`config.mk`:
```
export PLATFORM = sky130hd
export DESIGN_NAME = qoi_pixel_encoder_flat
export DESIGN_NICKNAME = d
export VERILOG_FILES = /design/src/design/qoi_pkg.sv /design/src/design/qoi_pixel_if.sv /design/src/design/qoi_byte_if.sv /design/src/design/qoi_pixel_encoder.sv /design/src/design/qoi_ram.sv /design/src/design/qoi_enc.sv /design/src/design/qoi_obuf.sv /design/src/flat_wrapper.sv
export SDC_FILE = /design/constraint.sdc
export NUM_CORES = 2
export LEC_CHECK = 0
export BUFFER_PORTS_ARGS = -buffer_cell sky130_fd_sc_hd__clkbuf_2
export CAP_MARGIN = 15
export CORE_UTILIZATION = 44
export CTS_CLUSTER_DIAMETER = 80
export CTS_CLUSTER_SIZE = 24
export DETAILED_ROUTE_END_ITERATION = 8
export PLACE_DENSITY = 0.59
export SYNTH_ARGS = -nofsm -noshare
export SYNTH_HDL_FRONTEND = slang
export SYNTH_SLANG_ARGS = --single-unit
```
`constraint.sdc`:
```
create_clock -name clk -period 19.16 [get_ports clk]
set_input_delay 0.958 -clock clk [delete_from_list [all_inputs] [get_ports clk]]
set_output_delay 0.958 -clock clk [all_outputs]
set_load 0.03 [all_outputs]
```
`src/design/qoi_pkg.sv`:
```
// Shared types, chunk tags and the table hash for the QOI pixel encoder.
// No dependencies; the encoder top, qoi_enc and qoi_obuf refer to this package by scope.
package qoi_pkg;

  localparam int unsigned TABLE_DEPTH = 64;
  localparam int unsigned HASH_W      = $clog2(TABLE_DEPTH);
  localparam int unsigned MAX_BYTES   = 6;
  localparam int unsigned CHUNK_BYTES = 5;

  localparam logic [5:0] RUN_MAX = 6'd62;

  localparam logic [7:0] TAG_INDEX = 8'h00;
  localparam logic [7:0] TAG_DIFF  = 8'h40;
  localparam logic [7:0] TAG_LUMA  = 8'h80;
  localparam logic [7:0] TAG_RUN   = 8'hc0;
  localparam logic [7:0] TAG_RGB   = 8'hfe;
  localparam logic [7:0] TAG_RGBA  = 8'hff;

  typedef struct packed {
    logic [7:0] r;
    logic [7:0] g;
    logic [7:0] b;
    logic [7:0] a;
  } pixel_t;

  localparam pixel_t PRIOR_RESET = '{r: 8'h00, g: 8'h00, b: 8'h00, a: 8'hff};

  // Bytes produced by one pixel; element 0 leaves first.
  typedef struct packed {
    logic [MAX_BYTES-1:0][7:0] bytes;
    logic [2:0]                count;
    logic                      dup;
    logic [5:0]                run_next;
  } step_t;

  // (r*3 + g*5 + b*7 + a*11) mod 64, worked in six bits.
  function automatic logic [HASH_W-1:0] pixel_hash(input pixel_t px);
    logic [HASH_W-1:0] r6, g6, b6, a6;
    r6 = px.r[HASH_W-1:0];
    g6 = px.g[HASH_W-1:0];
    b6 = px.b[HASH_W-1:0];
    a6 = px.a[HASH_W-1:0];
    return r6 * HASH_W'(3) + g6 * HASH_W'(5) + b6 * HASH_W'(7) + a6 * HASH_W'(11);
  endfunction

endpackage

```
`src/design/qoi_pixel_if.sv`:
```
// Pixel channel: valid/ready handshake with one RGBA pixel and an end flag.
// Depends on nothing.
interface qoi_pixel_if;
  logic       valid;
  logic       ready;
  logic [7:0] red;
  logic [7:0] green;
  logic [7:0] blue;
  logic [7:0] alpha;
  logic       final_pixel;

  modport source (output valid, red, green, blue, alpha, final_pixel, input ready);
  modport sink   (input valid, red, green, blue, alpha, final_pixel, output ready);
endinterface

```
`src/design/qoi_byte_if.sv`:
```
// Byte channel: valid/ready handshake carrying one chunk byte and two markers.
// Depends on nothing.
interface qoi_byte_if;
  logic       valid;
  logic       ready;
  logic [7:0] out_byte;
  logic       item_last;
  logic       image_last;

  modport source (output valid, out_byte, item_last, image_last, input ready);
  modport sink   (input valid, out_byte, item_last, image_last, output ready);
endinterface

```
`src/design/qoi_pixel_encoder.sv`:
```
// QOI chunk encoder top level: input register, seen-pixel table, state, output buffer.
// Uses qoi_pkg, qoi_pixel_if, qoi_byte_if, qoi_ram, qoi_enc and qoi_obuf.
//
// Usage:
//   pixel : one RGBA pixel per transfer; final_pixel marks the last pixel of an image.
//   chunk : the QOI chunk stream, one byte per transfer, header and footer excluded.
//           item_last marks the last byte a pixel causes, image_last the image's final
//           byte. A repeated pixel causes no byte unless it fills a run or is final.
//   Order: a pixel is registered in the input register, then encoded and loaded into
//   the output buffer once that is free; its first byte is offered from the buffer.
//   Throughput: one pixel per cycle while each pixel yields at most one byte and
//   chunk.ready stays high. A pixel with more bytes (up to 6: a run flush plus an RGBA
//   chunk) holds the output buffer until its last byte leaves the single byte port,
//   and the next pixel waits in the input register; run-only pixels pass without waiting.
//   Reset: synchronous, clears the previous pixel, run count and the 64 table valid
//   bits at once; no clearing pass. The same happens after every final pixel.
//   Stall: when chunk.ready is low the buffer holds its byte; a pixel that yields bytes
//   then waits in the input register and pixel.ready drops.
module qoi_pixel_encoder (
  input  logic         clk,
  input  logic         rst,
  qoi_pixel_if.sink    pixel,
  qoi_byte_if.source   chunk
);

  localparam int unsigned HW = qoi_pkg::HASH_W;

  qoi_pkg::pixel_t   in_px;
  logic              in_acc;
  logic [HW-1:0]     in_hash;

  logic              s1_valid;
  qoi_pkg::pixel_t   s1_px;
  logic              s1_fin;
  logic [HW-1:0]     s1_hash;
  logic              s1_adv;

  qoi_pkg::pixel_t   prior;
  logic [5:0]        run;
  logic [qoi_pkg::TABLE_DEPTH-1:0] seen_valid;

  logic              we;
  logic [HW-1:0]     raddr;
  qoi_pkg::pixel_t   rdata;
  logic              byp_hit;
  qoi_pkg::pixel_t   byp_data;
  qoi_pkg::pixel_t   entry;

  qoi_pkg::step_t    step;
  logic              obuf_free;
  logic              obuf_load;

  assign in_px   = '{r: pixel.red, g: pixel.green, b: pixel.blue, a: pixel.alpha};
  assign in_hash = qoi_pkg::pixel_hash(in_px);
  assign in_acc  = pixel.valid && pixel.ready;

  assign s1_adv      = s1_valid && ((step.count == 3'd0) || obuf_free);
  assign pixel.ready = !s1_valid || s1_adv;

  // input register
  always_ff @(posedge clk) begin
    if (rst) begin
      s1_valid <= 1'b0;
    end else if (in_acc) begin
      s1_valid <= 1'b1;
    end else if (s1_adv) begin
      s1_valid <= 1'b0;
    end
  end

  always_ff @(posedge clk) begin
    if (in_acc) begin
      s1_px   <= in_px;
      s1_fin  <= pixel.final_pixel;
      s1_hash <= in_hash;
    end
  end

  // table: re-read the held pixel's slot while it waits
  assign raddr = in_acc ? in_hash : s1_hash;
  assign we    = s1_adv && !step.dup && !s1_fin;

  qoi_ram #(
    .WIDTH ($bits(qoi_pkg::pixel_t)),
    .DEPTH (qoi_pkg::TABLE_DEPTH)
  ) u_table (
    .clk   (clk),
    .we    (we),
    .waddr (s1_hash),
    .wdata (s1_px),
    .raddr (raddr),
    .rdata (rdata)
  );

  // forward a write that clashed with the read in the same cycle
  always_ff @(posedge clk) begin
    if (rst) begin
      byp_hit <= 1'b0;
    end else begin
      byp_hit <= we && (s1_hash == raddr);
    end
  end

  always_ff @(posedge clk) begin
    byp_data <= s1_px;
  end

  always_comb begin
    if (!seen_valid[s1_hash]) begin
      entry = '0;
    end else if (byp_hit) begin
      entry = byp_data;
    end else begin
      entry = rdata;
    end
  end

  qoi_enc u_enc (
    .px    (s1_px),
    .prior (prior),
    .entry (entry),
    .hash  (s1_hash),
    .run   (run),
    .fin   (s1_fin),
    .step  (step)
  );

  // encoder state
  always_ff @(posedge clk) begin
    if (rst) begin
      prior      <= qoi_pkg::PRIOR_RESET;
      run        <= 6'd0;
      seen_valid <= '0;
    end else if (s1_adv) begin
      if (s1_fin) begin
        prior      <= qoi_pkg::PRIOR_RESET;
        run        <= 6'd0;
        seen_valid <= '0;
      end else begin
        run <= step.run_next;
        if (!step.dup) begin
          prior               <= s1_px;
          seen_valid[s1_hash] <= 1'b1;
        end
      end
    end
  end

  assign obuf_load = s1_adv && (step.count != 3'd0);

  qoi_obuf u_obuf (
    .clk   (clk),
    .rst   (rst),
    .load  (obuf_load),
    .bytes (step.bytes),
    .count (step.count),
    .fin   (s1_fin),
    .free  (obuf_free),
    .chunk (chunk)
  );

  // a final pixel leaves the encoder state as after reset
  a_final_clears: assert property (@(posedge clk) disable iff (rst)
    s1_adv && s1_fin |=> (run == 6'd0) && (seen_valid == '0) &&
                         (prior == qoi_pkg::PRIOR_RESET))
    else $error("state not cleared after final pixel");

  // the input side only stalls behind a held pixel
  a_ready_low: assert property (@(posedge clk) disable iff (rst)
    !pixel.ready |-> s1_valid)
    else $error("pixel port stalled with empty input register");

  // a final pixel always yields a byte, and the image end closes a pixel
  a_final_bytes: assert property (@(posedge clk) disable iff (rst)
    s1_adv && s1_fin |-> (step.count != 3'd0) && obuf_load)
    else $error("final pixel produced no byte");

  a_image_last: assert property (@(posedge clk) disable iff (rst)
    chunk.valid && chunk.image_last |-> chunk.item_last)
    else $error("image_last without item_last");

endmodule

```
`src/design/qoi_ram.sv`:
```
// Generic single-write, single-read RAM with a registered read port.
// Read before write on an address clash. No dependencies.
module qoi_ram #(
  parameter int unsigned WIDTH = 32,
  parameter int unsigned DEPTH = 64
) (
  input  logic                     clk,
  input  logic                     we,
  input  logic [$clog2(DEPTH)-1:0] waddr,
  input  logic [WIDTH-1:0]         wdata,
  input  logic [$clog2(DEPTH)-1:0] raddr,
  output logic [WIDTH-1:0]         rdata
);

  logic [WIDTH-1:0] mem [DEPTH];

  always_ff @(posedge clk) begin
    if (we) begin
      mem[waddr] <= wdata;
    end
    rdata <= mem[raddr];
  end

endmodule

```
`src/design/qoi_enc.sv`:
```
// Chunk selection for one pixel: run handling, INDEX/DIFF/LUMA/RGB/RGBA.
// Uses qoi_pkg for tags, pixel_t and step_t.
module qoi_enc (
  input  qoi_pkg::pixel_t                 px,
  input  qoi_pkg::pixel_t                 prior,
  input  qoi_pkg::pixel_t                 entry,
  input  logic [qoi_pkg::HASH_W-1:0]      hash,
  input  logic [5:0]                      run,
  input  logic                            fin,
  output qoi_pkg::step_t                  step
);

  logic [7:0] ur, ug, ub, urg, ubg;
  logic [7:0] dr2, dg2, db2, dg32, drg8, dbg8;
  logic       diff_ok, luma_ok;
  logic [5:0] run_inc;
  logic [7:0] flush_byte;
  logic [qoi_pkg::CHUNK_BYTES-1:0][7:0] cbytes;
  logic [2:0] clen;

  always_comb begin
    ur   = px.r - prior.r;
    ug   = px.g - prior.g;
    ub   = px.b - prior.b;
    urg  = ur - ug;
    ubg  = ub - ug;
    // bias so that each signed range becomes a plain unsigned bound
    dr2  = ur + 8'd2;
    dg2  = ug + 8'd2;
    db2  = ub + 8'd2;
    dg32 = ug + 8'd32;
    drg8 = urg + 8'd8;
    dbg8 = ubg + 8'd8;
    diff_ok = (dr2 < 8'd4) && (dg2 < 8'd4) && (db2 < 8'd4);
    luma_ok = (dg32 < 8'd64) && (drg8 < 8'd16) && (dbg8 < 8'd16);
  end

  always_comb begin
    cbytes = '0;
    clen   = 3'd1;
    if (entry == px) begin
      cbytes[0] = qoi_pkg::TAG_INDEX | {2'b00, hash};
    end else if (px.a == prior.a) begin
      if (diff_ok) begin
        cbytes[0] = qoi_pkg::TAG_DIFF | {2'b00, dr2[1:0], dg2[1:0], db2[1:0]};
      end else if (luma_ok) begin
        cbytes[0] = qoi_pkg::TAG_LUMA | {2'b00, dg32[5:0]};
        cbytes[1] = {drg8[3:0], dbg8[3:0]};
        clen      = 3'd2;
      end else begin
        cbytes[0] = qoi_pkg::TAG_RGB;
        cbytes[1] = px.r;
        cbytes[2] = px.g;
        cbytes[3] = px.b;
        clen      = 3'd4;
      end
    end else begin
      cbytes[0] = qoi_pkg::TAG_RGBA;
      cbytes[1] = px.r;
      cbytes[2] = px.g;
      cbytes[3] = px.b;
      cbytes[4] = px.a;
      clen      = 3'd5;
    end
  end

  always_comb begin
    run_inc    = run + 6'd1;
    flush_byte = qoi_pkg::TAG_RUN | {2'b00, run - 6'd1};
    step.dup   = (px == prior);
    if (step.dup) begin
      // grown run is run_inc, so its stored length field is the old count
      step.bytes    = {{(qoi_pkg::MAX_BYTES-1){8'h00}}, qoi_pkg::TAG_RUN | {2'b00, run}};
      step.count    = ((run_inc == qoi_pkg::RUN_MAX) || fin) ? 3'd1 : 3'd0;
      step.run_next = (run_inc == qoi_pkg::RUN_MAX) ? 6'd0 : run_inc;
    end else if (run != 6'd0) begin
      step.bytes    = {cbytes, flush_byte};
      step.count    = clen + 3'd1;
      step.run_next = 6'd0;
    end else begin
      step.bytes    = {8'h00, cbytes};
      step.count    = clen;
      step.run_next = 6'd0;
    end
  end

endmodule

```
`src/design/qoi_obuf.sv`:
```
// Output buffer: holds the bytes of one pixel and shifts them out one per transfer.
// Uses qoi_pkg and the qoi_byte_if interface.
module qoi_obuf (
  input  logic                                  clk,
  input  logic                                  rst,
  input  logic                                  load,
  input  logic [qoi_pkg::MAX_BYTES-1:0][7:0]    bytes,
  input  logic [2:0]                            count,
  input  logic                                  fin,
  output logic                                  free,
  qoi_byte_if.source                            chunk
);

  logic [qoi_pkg::MAX_BYTES-1:0][7:0] buffer;
  logic [2:0]                         rem;
  logic                               fin_held;
  logic                               xfer;

  assign chunk.valid      = (rem != 3'd0);
  assign chunk.out_byte   = buffer[0];
  assign chunk.item_last  = (rem == 3'd1);
  assign chunk.image_last = (rem == 3'd1) && fin_held;

  assign xfer = chunk.valid && chunk.ready;
  // free when empty or when the last byte leaves in this cycle
  assign free = (rem == 3'd0) || ((rem == 3'd1) && chunk.ready);

  always_ff @(posedge clk) begin
    if (rst) begin
      rem <= 3'd0;
    end else if (load) begin
      rem <= count;
    end else if (xfer) begin
      rem <= rem - 3'd1;
    end
  end

  always_ff @(posedge clk) begin
    if (load) begin
      buffer   <= bytes;
      fin_held <= fin;
    end else if (xfer) begin
      buffer <= {8'h00, buffer[qoi_pkg::MAX_BYTES-1:1]};
    end
  end

endmodule
```
`src/flat_wrapper.sv`:
```
// flat-port wrapper written by rule: the top's interface ports become plain ports
module qoi_pixel_encoder_flat 
  (clk, rst, pixel_valid, pixel_red, pixel_green, pixel_blue, pixel_alpha, pixel_final_pixel, pixel_ready, chunk_valid, chunk_out_byte, chunk_item_last, chunk_image_last, chunk_ready);
  qoi_pixel_if pixel_i ();
  qoi_byte_if chunk_i ();
  input  logic clk;
  input  logic rst;
  input wire logic [$bits(pixel_i.valid)-1:0] pixel_valid;
  input wire logic [$bits(pixel_i.red)-1:0] pixel_red;
  input wire logic [$bits(pixel_i.green)-1:0] pixel_green;
  input wire logic [$bits(pixel_i.blue)-1:0] pixel_blue;
  input wire logic [$bits(pixel_i.alpha)-1:0] pixel_alpha;
  input wire logic [$bits(pixel_i.final_pixel)-1:0] pixel_final_pixel;
  output wire logic [$bits(pixel_i.ready)-1:0] pixel_ready;
  output wire logic [$bits(chunk_i.valid)-1:0] chunk_valid;
  output wire logic [$bits(chunk_i.out_byte)-1:0] chunk_out_byte;
  output wire logic [$bits(chunk_i.item_last)-1:0] chunk_item_last;
  output wire logic [$bits(chunk_i.image_last)-1:0] chunk_image_last;
  input wire logic [$bits(chunk_i.ready)-1:0] chunk_ready;
  assign pixel_i.valid = pixel_valid;
  assign pixel_i.red = pixel_red;
  assign pixel_i.green = pixel_green;
  assign pixel_i.blue = pixel_blue;
  assign pixel_i.alpha = pixel_alpha;
  assign pixel_i.final_pixel = pixel_final_pixel;
  assign pixel_ready = pixel_i.ready;
  assign chunk_valid = chunk_i.valid;
  assign chunk_out_byte = chunk_i.out_byte;
  assign chunk_item_last = chunk_i.item_last;
  assign chunk_image_last = chunk_i.image_last;
  assign chunk_i.ready = chunk_ready;
  qoi_pixel_encoder u_core (.clk(clk), .rst(rst), .pixel(pixel_i), .chunk(chunk_i));
endmodule
```
==> results.txt <==
----------------------------------------------------
[Synthesis]
  Post-synth design cell area ... 94000 um^2
  Net count after synthesis ... 7342
  Commonest register cell after synthesis ... sky130_fd_sc_hd__edfxtp_1
  Post-synth top area cell ... sky130_fd_sc_hd__edfxtp_1
  Post-Synthesis Mean Instance Area ... 13.0 um^2
  Sequential fraction of the synthesis area ... 71.8%
  Post-synthesis adder-cell area fraction ... 1.58%
  Mux share of post-synthesis cell area ... 2.93%
  Compound-gate portion of the synthesized area ... 6.07%
  Post-synthesis cell type count ... 75
  Dominant combinational cell family by area after synthesis ... simple AND/OR/NAND/NOR gates
  Post-synth EDFFs ... 2130
  Warnings, synthesis ... 0
  #FFs+latches synth ... 2307
  Most frequent cells after synthesis ... sky130_fd_sc_hd__edfxtp_1, sky130_fd_sc_hd__nand2_1, sky130_fd_sc_hd__nand3_1
  Async set or reset register ratio after synthesis ... 0%
  Dominant cells by area after synthesis ... sky130_fd_sc_hd__edfxtp_1, sky130_fd_sc_hd__nand2_1, sky130_fd_sc_hd__nand3_1
  Area share of the largest cell type after synthesis ... 68.1%
  Post-synthesis xor/xnor area fraction ... 0.760%
  Most frequently used cell type in the post-synthesis netlist ... sky130_fd_sc_hd__edfxtp_1
  Synth Area in Simple Gates ... 14.3%
  Post-synthesis instance total ... 7203

[Floorplanning]
  Total I/O pin count ... 49
  Core Rows ... 169
  Area of the die ... 215000 um^2
  Die span in y ... 464 um
  Area of the placeable core ... 212000 um^2
  Die Wd ... 464 um
  Initial Util ... 44.3%

[GRT]
  Number of antenna violations at the first check in global routing ... 34
  Sum of overflow across all layers after global routing ... 0
  First-pass GRT wire length ... 431000 um
  Number of global-route vias before repair ... 57300
  Maximum number of pins on one net before global-route repair ... 173
  All-Layer GR Usage ... 28.0%

[Clocking]
  Gates resized, CTS repair ... 0
  Clock-pin slew of the registers on the worst-case setup and hold paths ... 0.09 ns
  Count of clock tree sinks ... 2307
  Hold bufs inserted after CTS ... 0
  Number of buffers inserted to repair setup after CTS ... 0
  Buffer depth of the longest clock path ... 3
  # H-tree levels ... 3
  Source-to-sink clock delay at the later pin of the worst-skew pair ... 0.83 ns
  Cell chosen for the clock root ... sky130_fd_sc_hd__clkbuf_16
  TritonCTS buffer count ... 119
  Clock tree from TritonCTS ... done

[Pwr]
  Leakage power ... 0.0345 uW
  Ratio of total power to cell area ... 157 nW/um^2
  Max IR drop VDD ... 234 uV

[Critical path]
  Flop-to-flop setup slack ... 7.43 ns
  Reg2Reg Capture Point ... u_core.u_table.rdata[19]
  Highest fanout seen on the critical path ... 68
  Beginning of the worst register-to-register path ... u_core.s1_hash[0]
  Required time at the endpoint of the critical path ... 19.84 ns
  Data arrival at the endpoint of the critical path ... 12.40 ns
  Startpoint type of the worst setup path ... register
  Worst Reg2Reg Path Length in Cells ... 29
  Crit. End Element ... register
  Critical path class ... reg2reg
  Dominant cell type by count on the critical path ... sky130_fd_sc_hd__buf_4
  Slowest stage cell, crit path ... sky130_fd_sc_hd__dfxtp_2
  Largest incremental delay on the critical path ... 1.08 ns

[Route]
  Final antenna-violating net count ... 0
  Via count ... 61400
  Via density per instance ... 6.09
  Total routed wirelength ... 308000 um
  Total DRC errors in the routed layout ... 0
  Post-DR wirelength/cell ... 30.5 um
  Detailed router's first-iteration violation count ... 9078
  Detailed-routing iteration count for the pre-antenna-repair pass ... 6

[Final layout]
  Total Nets Final ... 7295
  Share of post-route cells with drive strength above 1 ... 7.96%
  Synthesis-to-finish area growth ... 8.65%
  Finished layout cell area ... 102000 um^2

[Placed design]
  DP HPWL ... 173000 um
  Area of placed instances ... 98300 um^2
  Number of buffers inserted by port buffering ... 48
  Final estimated routing congestion in global placement ... 0.919

[Min path]
  Number of instances on the worst hold path ... 1
  Min-delay worst type ... in2reg
  Worst hold path endpoint ... u_core.s1_px[15]
  Hold_sp ... pixel_blue[7]

[Timing]
  Number of max-slew violations in the final report ... 0
  Min Tclk post-route ... 11.73 ns
  Max-Slew Margin vs Limit ... 16.7%
  Final critical-path share of the clock period ... 61.2%
  Number of setup violations in the final report ... 0
  Number of hold violations in the final report ... 0
  Total negative slack ... 0 ns
  Setup skew after layout ... 0.0619 ns
  Setup repair after global routing missed its margin ... no
  Slew at the pin with the worst max-slew slack ... 1.24 ns
  Timing-limited maximum frequency ... 85.3 MHz

[Status]
  Outcome ... finished clean

[Run]
  Number of max-cap violations ... 0

----------------------------------------------------
## worst max path at each step
stage	cells after the start	startpoint	slack, ns	to
after floorplan	27	u_core.s1_px[16]	10.38	u_core.u_table.mem[10][0]
after global placement	29	u_core.s1_hash[0]	7.55	u_core.u_table.rdata[19]
after detailed placement	29	u_core.s1_hash[0]	7.53	u_core.u_table.rdata[19]
after CTS	29	u_core.s1_hash[0]	7.49	u_core.u_table.rdata[19]
after global routing	29	u_core.s1_hash[0]	6.81	u_core.u_table.rdata[19]
final	29	u_core.s1_hash[0]	7.43	u_core.u_table.rdata[19]
## cells by family (layout without fill, tap and decap cells)
group,count (synthesis),count (layout)
compound gates,811,811
xor+xnor,80,80
fa+ha+maj,102,102
buf+inv,562,609
flops,2307,2307
mux,259,259
other cells,0,15
simple gates,3082,3082
## layer usage
metal	up-vias	routed length (um)	share of wire [%]	track usage (%)
li1	26500	-	-	-
met1	31200	125000	41	39.7
met2	3307	139000	45	43.2
met4	8	11500	3.7	9.56
met5	-	52	0.017	0
met3	467	32600	11	5.31
## layout make-up
type / count / area (um^2)
repair buffers: 269 / 1990
inverters: 125 / 487
well taps: 2821 / 3530
clock inverters: 46 / 523
diodes: 15 / 37.5
fillers: 18500 / 110000
flip-flops and latches: 2307 / 67500
clock buffers: 169 / 3240
multi-input cells: 4334 / 24800
## cells in the final DEF (no fill, tap or decap), types with 20 or more instances in the layout
master                         n
sky130_fd_sc_hd__or4_1        26
sky130_fd_sc_hd__edfxtp_1   2130
sky130_fd_sc_hd__mux2i_1     222
sky130_fd_sc_hd__o2111ai_1    30
sky130_fd_sc_hd__nor3_1       21
sky130_fd_sc_hd__nor2_1      118
sky130_fd_sc_hd__a22o_1       32
sky130_fd_sc_hd__a31oi_1     188
sky130_fd_sc_hd__nor4b_1      20
sky130_fd_sc_hd__a221o_1      20
sky130_fd_sc_hd__fa_1         28
sky130_fd_sc_hd__xor2_1       39
sky130_fd_sc_hd__nand3_1     821
sky130_fd_sc_hd__buf_4       214
sky130_fd_sc_hd__a211oi_1     68
sky130_fd_sc_hd__a21oi_1     121
sky130_fd_sc_hd__and3_1       32
sky130_fd_sc_hd__o21ai_0      51
sky130_fd_sc_hd__clkbuf_16   120
sky130_fd_sc_hd__nand4_1      99
sky130_fd_sc_hd__o21a_1       71
sky130_fd_sc_hd__xnor2_1      40
sky130_fd_sc_hd__dfxtp_1     175
sky130_fd_sc_hd__inv_1       119
sky130_fd_sc_hd__a32oi_1      40
sky130_fd_sc_hd__nor2_4       70
sky130_fd_sc_hd__and2_1       20
sky130_fd_sc_hd__clkbuf_2     48
sky130_fd_sc_hd__a221oi_1     30
sky130_fd_sc_hd__clkbuf_1     44
sky130_fd_sc_hd__nand2_1    1768
sky130_fd_sc_hd__o22ai_1      21
sky130_fd_sc_hd__ha_1         74
## metrics by stage
step / setup WS (ns) / utilization (%) / hold slack, ns / cells / total power (uW)
after floorplan: 10.38 / - / 0.435 / 7203 / 9750
after global placement: 7.55 / 46.4 / 0.446 / 9855 / 13000
after detailed placement: 7.53 / 46.4 / 0.452 / 9855 / 13000
after CTS: 7.49 / 48.1 / 0.283 / 10100 / 15900
after global routing: 6.81 / 48.1 / 0.309 / 10100 / 16500
final: 7.43 / 48.1 / 0.333 / 10100 / 16000
## report_power, final
| group | switching [uW] | internal [uW] |
|---|---|---|
| clock network | 1670 | 1250 |
| registers | 116 | 5810 |
| logic | 5300 | 1860 |
| total | 7090 | 8930 |
## worst max-delay path: cells and delay by family (launching register included)
family	cells	cell delay (ns)
buffers and inverters	7	4.13
adder cells (fa/ha/maj)	1	0.34
multiplexers	3	0.95
AO/OA/AOI/OAI	8	1.58
flip-flops	1	1.08
AND/OR/NAND/NOR	10	3.27
## state kept, by name, summed over array words and instances, names as in the netlist
signal	count
u_core.u_table.mem	2048
u_core.seen_valid	64
u_core.u_obuf.buffer	40
u_core.byp_data	32
u_core.prior	32
u_core.s1_px	32
u_core.u_table.rdata	32
u_core.u_obuf.chunk.out_byte	8
u_core.run	6
u_core.s1_hash	6
u_core.u_obuf.rem	3
u_core.byp_hit	1
u_core.s1_fin	1
u_core.s1_valid	1
u_core.u_obuf.fin_held	1
Power figures use the tool's default switching activity.
